--- src/hdl/pcws_pkg.sv ---
// Package with shared types, constants and helpers for the packet classifier.
`default_nettype none
package pcws_pkg;

   localparam int unsigned MaxWorkerQueues   = 16;
   localparam int unsigned RadiusServerSlots = 4;

   localparam logic [15:0] EtypeVlan   = 16'h8100;
   localparam logic [15:0] EtypeQinq   = 16'h88A8;
   localparam logic [15:0] EtypeIpv4   = 16'h0800;
   localparam logic [15:0] EtypePppoeD = 16'h8863;
   localparam logic [15:0] EtypePppoeS = 16'h8864;
   localparam logic [15:0] PortAuth    = 16'd1812;
   localparam logic [15:0] PortAcct    = 16'd1813;
   localparam logic [15:0] PortCoa     = 16'd3799;
   localparam logic [31:0] HashMult    = 32'd2654435761;

   localparam logic [2:0] CsrWorkerCount  = 3'd0;
   localparam logic [2:0] CsrRadiusEnable = 3'd1;
   localparam logic [2:0] CsrPppoeEnable  = 3'd2;
   localparam logic [2:0] CsrServerCount  = 3'd3;

   typedef enum logic [2:0] {
      PH_ETH     = 3'd0,
      PH_TAG     = 3'd1,
      PH_IP      = 3'd2,
      PH_IP_DONE = 3'd3,
      PH_OTHER   = 3'd4
   } phase_type;

   typedef enum logic [1:0] {
      CLS_INVALID = 2'd0,
      CLS_PPPOE   = 2'd1,
      CLS_RADIUS  = 2'd2,
      CLS_USER    = 2'd3
   } class_type;

   typedef enum logic [1:0] {
      DEST_DROP   = 2'd0,
      DEST_RADIUS = 2'd1,
      DEST_PPPOE  = 2'd2,
      DEST_WORKER = 2'd3
   } dest_type;

   typedef enum logic [1:0] {
      BK_IDLE = 2'd0,
      BK_MULT = 2'd1,
      BK_MOD  = 2'd2,
      BK_OUT  = 2'd3
   } back_state_type;

   typedef struct packed {
      logic [7:0]  frame_byte;
      logic        frame_end;
      logic        rss_valid;
      logic [31:0] rss_value;
   } req_type;

   typedef struct packed {
      logic [1:0] destination;
      logic [1:0] frame_class;
      logic [3:0] worker_index;
   } rsp_type;

   // Per-frame summary handed from the parser to the dispatcher.
   typedef struct packed {
      class_type   frame_class;
      logic        use_rss;
      logic        hash_zero;
      logic [31:0] rss_value;
      logic [31:0] hash_key;
      logic        radius_en;
      logic        pppoe_en;
      logic [4:0]  worker_count;
   } job_type;

   function automatic logic is_tag(input logic [15:0] et);
      return (et == EtypeVlan) || (et == EtypeQinq);
   endfunction

   function automatic phase_type phase_after_l2(input logic [15:0] et);
      if (is_tag(et)) return PH_TAG;
      if (et == EtypeIpv4) return PH_IP;
      return PH_OTHER;
   endfunction

   function automatic logic radius_port(input logic [15:0] p);
      return (p == PortAuth) || (p == PortAcct) || (p == PortCoa);
   endfunction

endpackage
`default_nettype wire

--- src/hdl/pcws_front.sv ---
// Byte parser: tracks headers of one frame and builds a per-frame job.
`default_nettype none
module pcws_front (
   input  wire logic             clock,
   input  wire logic             reset,
   input  wire logic             req_valid,
   output logic                  req_stall,
   input  wire pcws_pkg::req_type req_data,
   input  wire logic [4:0]       worker_count,
   input  wire logic             radius_en,
   input  wire logic             pppoe_en,
   input  wire logic [2:0]       server_count,
   input  wire logic [127:0]     servers,
   output logic                  job_valid,
   output pcws_pkg::job_type     job_data,
   input  wire logic             job_full
);

   logic [15:0] pos_ff, pos_in;
   logic [15:0] et_ff, et_in;
   logic [15:0] nhs_ff, nhs_in;
   logic [31:0] tw_ff, tw_in;
   pcws_pkg::phase_type ph_ff, ph_in;
   logic [7:0]  hdr_ff [20];
   logic        hdr_we;
   logic [4:0]  hdr_idx;
   logic        accept;
   logic [7:0]  b;
   logic [15:0] rel;
   logic [3:0]  ihl_now;
   logic [16:0] tstart;
   logic [16:0] pos_x;
   logic [16:0] len;
   logic [16:0] nhs20;
   logic [31:0] sa_be, da_be, sa_le, da_le;
   logic [15:0] sp_be, dp_be, sp_le, dp_le;
   logic        sa_hit, da_hit, is_radius, ports_ok;
   pcws_pkg::class_type cls;
   logic [2:0]  nsrv;

   assign req_stall = job_full;
   assign accept    = req_valid && !job_full;
   assign b         = req_data.frame_byte;
   assign rel       = pos_ff - nhs_ff;

   // The first IPv4 header byte carries the header length; use it on the byte it arrives.
   assign ihl_now   = (ph_ff == pcws_pkg::PH_IP && rel == 16'd0) ? b[3:0] : hdr_ff[0][3:0];
   assign tstart    = {1'b0, nhs_ff} + {11'd0, ihl_now, 2'b00};
   assign pos_x     = {1'b0, pos_ff};

   // Parser next-state logic for one byte.
   always_comb begin
      pos_in  = pos_ff;
      et_in   = et_ff;
      nhs_in  = nhs_ff;
      tw_in   = tw_ff;
      ph_in   = ph_ff;
      hdr_we  = 1'b0;
      hdr_idx = rel[4:0];
      if (pos_ff != 16'hFFFF) begin
         pos_in = pos_ff + 16'd1;
         unique case (ph_ff)
            pcws_pkg::PH_ETH: begin
               if (pos_ff == 16'd12) begin
                  et_in = {b, 8'h00};
               end else if (pos_ff == 16'd13) begin
                  et_in = {et_ff[15:8], b};
                  ph_in = pcws_pkg::phase_after_l2({et_ff[15:8], b});
               end
            end
            pcws_pkg::PH_TAG: begin
               if (rel == 16'd2) begin
                  tw_in = {24'd0, b};
               end else if (rel == 16'd3) begin
                  et_in  = {tw_ff[7:0], b};
                  tw_in  = '0;
                  nhs_in = nhs_ff + 16'd4;
                  ph_in  = pcws_pkg::phase_after_l2({tw_ff[7:0], b});
               end
            end
            pcws_pkg::PH_IP: begin
               hdr_we = (rel < 16'd20);
               if (rel >= 16'd19) ph_in = pcws_pkg::PH_IP_DONE;
            end
            default: ;
         endcase
         if ((ph_ff == pcws_pkg::PH_IP || ph_ff == pcws_pkg::PH_IP_DONE) &&
             pos_x >= tstart && pos_x < tstart + 17'd4) begin
            tw_in = {tw_ff[23:0], b};
         end
      end
   end

   // Frame-end classification uses the state after this byte.
   assign len   = {1'b0, pos_in};
   assign nhs20 = {1'b0, nhs_in} + 17'd20;

   always_comb begin
      logic [7:0] h [20];
      logic [16:0] t;
      for (int i = 0; i < 20; i++) h[i] = hdr_ff[i];
      if (hdr_we) h[hdr_idx] = b;
      t     = {1'b0, nhs_in} + {11'd0, h[0][3:0], 2'b00};
      sa_be = {h[12], h[13], h[14], h[15]};
      da_be = {h[16], h[17], h[18], h[19]};
      sa_le = {h[15], h[14], h[13], h[12]};
      da_le = {h[19], h[18], h[17], h[16]};
      sp_be = tw_in[31:16];
      dp_be = tw_in[15:0];
      sp_le = {tw_in[23:16], tw_in[31:24]};
      dp_le = {tw_in[7:0], tw_in[15:8]};
      ports_ok = (t + 17'd4 <= len);
      nsrv = (server_count > 3'(pcws_pkg::RadiusServerSlots)) ?
             3'(pcws_pkg::RadiusServerSlots) : server_count;
      sa_hit = 1'b0;
      da_hit = 1'b0;
      for (int i = 0; i < 4; i++) begin
         if (3'(i) < nsrv) begin
            if (servers[i*32 +: 32] == sa_be) sa_hit = 1'b1;
            if (servers[i*32 +: 32] == da_be) da_hit = 1'b1;
         end
      end
      is_radius = (h[9] == 8'd17) && (t + 17'd8 <= len) &&
                  (pcws_pkg::radius_port(sp_be) || pcws_pkg::radius_port(dp_be)) &&
                  (sa_hit || da_hit);
      priority if (len < 17'd14) cls = pcws_pkg::CLS_INVALID;
      else if (et_in == pcws_pkg::EtypePppoeD || et_in == pcws_pkg::EtypePppoeS)
         cls = pcws_pkg::CLS_PPPOE;
      else if (et_in != pcws_pkg::EtypeIpv4) cls = pcws_pkg::CLS_USER;
      else if (nhs20 > len) cls = pcws_pkg::CLS_INVALID;
      else if (is_radius) cls = pcws_pkg::CLS_RADIUS;
      else cls = pcws_pkg::CLS_USER;

      job_data.frame_class  = cls;
      job_data.use_rss      = req_data.rss_valid;
      job_data.rss_value    = req_data.rss_value;
      job_data.hash_zero    = (et_in != pcws_pkg::EtypeIpv4) || (len < 17'd34) ||
                              (nhs20 > len);
      job_data.hash_key     = (sa_le ^ da_le) ^
                              {(ports_ok ? (sp_le ^ dp_le) : 16'd0), 16'd0};
      job_data.radius_en    = radius_en;
      job_data.pppoe_en     = pppoe_en;
      job_data.worker_count = worker_count;
   end

   assign job_valid = accept && req_data.frame_end;

   // Header byte store; read only after it has been written in a frame.
   always_ff @(posedge clock) begin
      if (accept && hdr_we) hdr_ff[hdr_idx] <= b;
   end

   always_ff @(posedge clock) begin
      if (reset) begin
         pos_ff <= '0;
         et_ff  <= '0;
         nhs_ff <= 16'd14;
         tw_ff  <= '0;
         ph_ff  <= pcws_pkg::PH_ETH;
      end else if (accept) begin
         if (req_data.frame_end) begin
            pos_ff <= '0;
            et_ff  <= '0;
            nhs_ff <= 16'd14;
            tw_ff  <= '0;
            ph_ff  <= pcws_pkg::PH_ETH;
         end else begin
            pos_ff <= pos_in;
            et_ff  <= et_in;
            nhs_ff <= nhs_in;
            tw_ff  <= tw_in;
            ph_ff  <= ph_in;
         end
      end
   end

endmodule
`default_nettype wire

--- src/hdl/pcws_queue.sv ---
// Two-entry job queue between the parser and the dispatcher.
`default_nettype none
module pcws_queue (
   input  wire logic              clock,
   input  wire logic              reset,
   input  wire logic              push,
   input  wire pcws_pkg::job_type push_data,
   output logic                   full,
   output logic                   not_empty,
   output pcws_pkg::job_type      head,
   input  wire logic              pop
);

   pcws_pkg::job_type mem_ff [2];
   logic       wp_ff, wp_in, rp_ff, rp_in;
   logic [1:0] cnt_ff, cnt_in;

   assign full      = (cnt_ff == 2'd2);
   assign not_empty = (cnt_ff != 2'd0);
   assign head      = mem_ff[rp_ff];

   // Pointer and count update.
   always_comb begin
      wp_in  = wp_ff ^ push;
      rp_in  = rp_ff ^ pop;
      cnt_in = cnt_ff + {1'b0, push} - {1'b0, pop};
   end

   always_ff @(posedge clock) begin
      if (push) mem_ff[wp_ff] <= push_data;
   end

   always_ff @(posedge clock) begin
      if (reset) begin
         wp_ff  <= 1'b0;
         rp_ff  <= 1'b0;
         cnt_ff <= '0;
      end else begin
         wp_ff  <= wp_in;
         rp_ff  <= rp_in;
         cnt_ff <= cnt_in;
      end
   end

endmodule
`default_nettype wire

--- src/hdl/pcws_back.sv ---
// Dispatcher: hashes the key or takes the RSS value, reduces modulo the worker count and emits the result.
`default_nettype none
module pcws_back (
   input  wire logic              clock,
   input  wire logic              reset,
   input  wire logic              job_ready,
   input  wire pcws_pkg::job_type job,
   output logic                   job_pop,
   output logic                   rsp_valid,
   input  wire logic              rsp_stall,
   output pcws_pkg::rsp_type      rsp_data
);

   pcws_pkg::back_state_type st_ff, st_in;
   pcws_pkg::job_type job_ff;
   logic [31:0] rem_ff, rem_in;
   logic [4:0]  n_ff;
   logic [5:0]  step_ff, step_in;
   logic [31:0] prod;
   logic [4:0]  nsat;
   logic        load;
   logic [1:0]  dest;
   logic [3:0]  widx;

   assign nsat = (job.worker_count > 5'(pcws_pkg::MaxWorkerQueues)) ?
                 5'(pcws_pkg::MaxWorkerQueues) : job.worker_count;
   assign prod = job_ff.hash_key * pcws_pkg::HashMult;

   // Next state.
   always_comb begin
      st_in = st_ff;
      unique case (st_ff)
         pcws_pkg::BK_IDLE: if (job_ready) st_in = pcws_pkg::BK_MULT;
         pcws_pkg::BK_MULT: st_in = pcws_pkg::BK_MOD;
         pcws_pkg::BK_MOD:  if (step_ff == 6'd0) st_in = pcws_pkg::BK_OUT;
         pcws_pkg::BK_OUT:  if (!rsp_stall) st_in = pcws_pkg::BK_IDLE;
         default:           st_in = pcws_pkg::BK_IDLE;
      endcase
   end

   // Outputs and datapath controls.
   always_comb begin
      load      = (st_ff == pcws_pkg::BK_IDLE) && job_ready;
      job_pop   = load;
      rsp_valid = (st_ff == pcws_pkg::BK_OUT);
   end

   // Long division of the 32-bit value by the worker count, MSB first.
   logic [31:0] dvd_ff, dvd_in;
   always_comb begin
      logic [37:0] r;
      r       = '0;
      rem_in  = rem_ff;
      dvd_in  = dvd_ff;
      step_in = step_ff;
      if (st_ff == pcws_pkg::BK_MULT) begin
         dvd_in  = job_ff.use_rss ? job_ff.rss_value :
                   (job_ff.hash_zero ? 32'd0 : prod);
         rem_in  = '0;
         step_in = 6'd32;
      end else if (st_ff == pcws_pkg::BK_MOD && step_ff != 6'd0) begin
         r = {5'd0, rem_ff[31:0], dvd_ff[31]};
         if (r >= {33'd0, n_ff}) r = r - {33'd0, n_ff};
         rem_in  = r[31:0];
         dvd_in  = {dvd_ff[30:0], 1'b0};
         step_in = step_ff - 6'd1;
      end
   end

   // Final routing decision.
   always_comb begin
      dest = pcws_pkg::DEST_DROP;
      widx = '0;
      if (job_ff.frame_class == pcws_pkg::CLS_RADIUS && job_ff.radius_en)
         dest = pcws_pkg::DEST_RADIUS;
      else if (job_ff.frame_class == pcws_pkg::CLS_PPPOE && job_ff.pppoe_en)
         dest = pcws_pkg::DEST_PPPOE;
      else if (job_ff.frame_class != pcws_pkg::CLS_INVALID && n_ff != 5'd0) begin
         dest = pcws_pkg::DEST_WORKER;
         widx = rem_ff[3:0];
      end
      rsp_data.destination  = dest;
      rsp_data.frame_class  = job_ff.frame_class;
      rsp_data.worker_index = widx;
   end

   always_ff @(posedge clock) begin
      if (load) begin
         job_ff <= job;
         n_ff   <= nsat;
      end
      rem_ff  <= rem_in;
      dvd_ff  <= dvd_in;
      step_ff <= step_in;
   end

   always_ff @(posedge clock) begin
      if (reset) st_ff <= pcws_pkg::BK_IDLE;
      else       st_ff <= st_in;
   end

endmodule
`default_nettype wire

--- src/hdl/packet_classify_and_worker_select_core.sv ---
// Top level of the packet classifier and worker selector.
// Throughput: one byte per cycle, stalled via req_stall while the job queue is
// full; the bit-serial modulo unit dispatches one frame at a time, and a
// two-entry queue absorbs back-to-back frames.
// Synchronous active-high reset restores the control and configuration registers and
// empties the queue; the header byte store and dispatcher datapath are not cleared.
`default_nettype none
module packet_classify_and_worker_select_core (
   input  wire logic              clock,
   input  wire logic              reset,
   input  wire logic              req_valid,
   output logic                   req_stall,
   input  wire pcws_pkg::req_type req_data,
   output logic                   rsp_valid,
   input  wire logic              rsp_stall,
   output pcws_pkg::rsp_type      rsp_data,
   input  wire logic              csr_write,
   input  wire logic [2:0]        csr_index,
   input  wire logic [31:0]       csr_data
);

   logic [4:0]   wc_ff;
   logic         ren_ff, pen_ff;
   logic [2:0]   sc_ff;
   logic [127:0] srv_ff;
   logic         job_valid, q_full, q_ne, q_pop;
   pcws_pkg::job_type job_in, job_head;

   // Configuration registers.
   always_ff @(posedge clock) begin
      if (reset) begin
         wc_ff  <= 5'd1;
         ren_ff <= 1'b0;
         pen_ff <= 1'b0;
         sc_ff  <= '0;
         srv_ff <= '0;
      end else if (csr_write) begin
         unique case (csr_index)
            pcws_pkg::CsrWorkerCount:  wc_ff  <= csr_data[4:0];
            pcws_pkg::CsrRadiusEnable: ren_ff <= csr_data[0];
            pcws_pkg::CsrPppoeEnable:  pen_ff <= csr_data[0];
            pcws_pkg::CsrServerCount:  sc_ff  <= csr_data[2:0];
            default: srv_ff[csr_index[1:0]*32 +: 32] <= csr_data;
         endcase
      end
   end

   pcws_front u_front (
      .clock, .reset, .req_valid, .req_stall, .req_data,
      .worker_count(wc_ff), .radius_en(ren_ff), .pppoe_en(pen_ff),
      .server_count(sc_ff), .servers(srv_ff),
      .job_valid, .job_data(job_in), .job_full(q_full)
   );

   pcws_queue u_queue (
      .clock, .reset, .push(job_valid), .push_data(job_in),
      .full(q_full), .not_empty(q_ne), .head(job_head), .pop(q_pop)
   );

   pcws_back u_back (
      .clock, .reset, .job_ready(q_ne), .job(job_head), .job_pop(q_pop),
      .rsp_valid, .rsp_stall, .rsp_data
   );

endmodule
`default_nettype wire
--- config.mk ---
export PLATFORM = sky130hd
export DESIGN_NAME = packet_classify_and_worker_select_core
export DESIGN_NICKNAME = d
export VERILOG_FILES = /design/src/hdl/pcws_pkg.sv /design/src/hdl/pcws_front.sv /design/src/hdl/pcws_queue.sv /design/src/hdl/pcws_back.sv /design/src/hdl/packet_classify_and_worker_select_core.sv
export SDC_FILE = /design/constraint.sdc
export NUM_CORES = 2
export LEC_CHECK = 0
export ABC_AREA = 1
export BUFFER_PORTS_ARGS = -buffer_cell sky130_fd_sc_hd__buf_2
export CAP_MARGIN = 20
export CORE_ASPECT_RATIO = 2
export CORE_UTILIZATION = 50
export DETAILED_ROUTE_END_ITERATION = 10
export PLACE_DENSITY = 0.66
export SLEW_MARGIN = 25
export SYNTH_ARGS = -nofsm -noshare
export SYNTH_HDL_FRONTEND = slang
export SYNTH_SLANG_ARGS = --single-unit
--- constraint.sdc ---
create_clock -name clock -period 13.1 [get_ports clock]
set_input_delay 1.31 -clock clock [delete_from_list [all_inputs] [get_ports clock]]
set_output_delay 1.31 -clock clock [all_outputs]
set_load 0.005 [all_outputs]
==> flow_summary.ini <==
[floorplan]
rows = 156
die_y_um = 430
core_area_um2 = 90600
die_w_um = 216
dieArea_um2 = 92800
num_io_pins = 92
start_util = 0.505

[sta]
setup_violations = 0
timing.fmax_mhz = 115
rsz0062_at_grt = no
maxSlewViolCount = 0
tns_ns = 0
period_minus_slack_ns = 8.72
tightest_slew_ns = 1.10
fin_crit_sh = 0.666
finalHoldViolCount = 0
fin_skew_ns = 0.0322
relSlewSlack = 0.265

[min_path]
hp-class = flop to flop

[placement]
numPortBuffers = 91
postPlaceCellArea_um2 = 47400
dpl.hpwl_um = 120000
routabilityCongestion = 1.00

[clock_network]
clk_latency_ns = 0.70
clkSinkCount = 597
cts_hold_buf = 0
clk_pin_slew_ns = 0.07
post_cts_buffers = 0
cts_tree = built
cts.root.buffer_cell = clkbuf_16
clk_path_buf_depth = 3
cts-resized-gates = 0
htreeDepth = 2
numCtsBuffers = 59

[routing]
final_antenna_net_count = 0
wl_met2_um = 81200
top_layer = met5
drt-total-wl_um = 157000
dr_wl_met3_um = 7880
routedLengthMet1_um = 49700
dr.pass1.iters = 8
drcViolationCount = 0
avgRoutedWirePerCell_um = 22.0
vias = 40503
routed_via_density = 5.68
first_iter_violations = 2774

[critical_path]
setup.worst_path.start_class = flop
cp.buffers_inverters = 9
cp_slowest_stage_delay_ns = 0.45
crit_path_max_fanout = 29
cp_top_family = simple AND/OR/NAND/NOR gates
cp_common_cell = nand2_1
worstSetupEndpointType = flop
crit_required_ns = 13.52
critPathKind = flop to flop
crit_arrival_ns = 9.14
slowest_stage = dfxtp_1

[final_layout]
layout-drive-gt1-share = 0.0672
final_util = 0.547
mostFrequentLayoutCells = 1555 x nand2_1, 870 x inv_1, 364 x nor2_1
finalInstanceArea_um2 = 49600
area_delta_synth_final_pct = 8.30
final_net_count = 6495
mostFrequentLayoutCell = nand2_1

[global_route]
grt_pass1_wl_um = 235000
grt_usage = 0.337
grt_overflow_total = 0
grt_pass1_vias = 40629
antenna_found_initial = 7
grt_start_max_net_pins = 72

[yosys]
yosys_warnings = 0
synthCells = 5882
syn_avg_cell_area_um2 = 7.78
synth-async-reset-ratio = 0
synth_edf_count = 333
synth_seq_cells = 597
ys_types = 65
syn_nets = 6479
yosysSeqAreaShare = 0.334
synthesis.area_um2 = 45800
ys.flop_type = edfxtp_1

[run_status]
outcome = completed

[flow_run]
drv_cap = 0
## synthesized netlist by cell type (164+ instances only)
| cell type | n | area [µm²] |
|---|---|---|
| dfxtp_1 | 264 | 5290 |
| edfxtp_1 | 333 | 10000 |
| a21oi_1 | 355 | 1780 |
| nor2_1 | 369 | 1390 |
| clkbuf_1 | 164 | 616 |
| fa_1 | 208 | 4160 |
| nand3_1 | 343 | 1720 |
| nand2_1 | 1557 | 5840 |
| inv_1 | 872 | 3270 |
| ha_1 | 307 | 3840 |
| o21ai_0 | 233 | 1170 |
| xor2_1 | 175 | 1530 |
## layer usage
layer / GRT usage / vias to the layer above
li1: - / 19211
met1: 0.309 / 19167
met2: 0.618 / 1458
met3: 0.0493 / 665
met4: 0.333 / 2
met5: 0 / -
## worst reg2reg max path, delay by kind of cell (launching register included)
kind / cells / cell delay [ns]
buffers and inverters: 9 / 1.39
and+or+nand+nor: 34 / 4.41
AOI/OAI and AO/OA: 3 / 0.48
adders and majority gates: 4 / 1.27
DFF: 1 / 0.45
xor gates and xnor gates: 2 / 0.46
## cell families after synthesis
group / Yosys count / synth area share
and+or+nand+nor: 2613 / 0.249
buffers and inverters: 1081 / 0.0903
AOI/OAI and AO/OA: 826 / 0.102
DFF: 597 / 0.334
adders and majority gates: 515 / 0.175
xor gates and xnor gates: 245 / 0.0488
muxes: 4 / 0.000875
other: 1 / 0.0000819
## through the flow
stage	std cells	hold slack [ns]	worst slack [ns]
5_1_grt	7137	0.481	3.47
3_3_place_gp	7022	0.443	4.58
6_report	7137	0.458	4.38
3_5_place_dp	7022	0.447	4.48
4_1_cts	7134	0.463	4.45
2_1_floorplan	5882	0.426	6.67
## final timing paths
| path | startpoint | endpoint | slack (ns) | cells after the start |
|---|---|---|---|---|
| setup reg to reg | u_front.nhs_ff[10] | u_queue.mem_ff[1][73] | 4.38 | 52 |
| hold / removal | wc_ff[1] | u_queue.mem_ff[0][1] | 0.46 | 0 |
| setup / recovery | u_front.nhs_ff[10] | u_queue.mem_ff[1][73] | 4.38 | 52 |
| hold reg to reg | wc_ff[1] | u_queue.mem_ff[0][1] | 0.46 | 0 |
## cell type report
| type | instances | area, µm² |
|---|---|---|
| Multi-Input combinational cell | 4204 | 26500 |
| Timing Repair Buffer | 145 | 867 |
| Antenna cell | 3 | 7.51 |
| Fill cell | 8717 | 41000 |
| Tap cell | 1185 | 1480 |
| Clock inverter | 43 | 542 |
| Clock buffer | 69 | 1570 |
| Inverter | 891 | 3350 |
| Sequential cell | 597 | 15300 |
## registers in the layout, indices dropped and copies added, names as in the netlist, 15 cells and up
| register | cells |
|---|---|
| u_queue.mem_ff | 150 |
| u_front.et_ff | 16 |
| u_front.nhs_ff | 15 |
| u_front.pos_ff | 16 |
| srv_ff | 128 |
| u_front.tw_ff | 32 |
| u_front.hdr_ff | 76 |
| u_back.dvd_ff | 32 |
| u_back.job_ff | 68 |
| u_back.rem_ff | 32 |
Power is left out: the tool's default activity adds up to more than one toggle a clock period on the data nets, which glitch-free logic cannot reach.
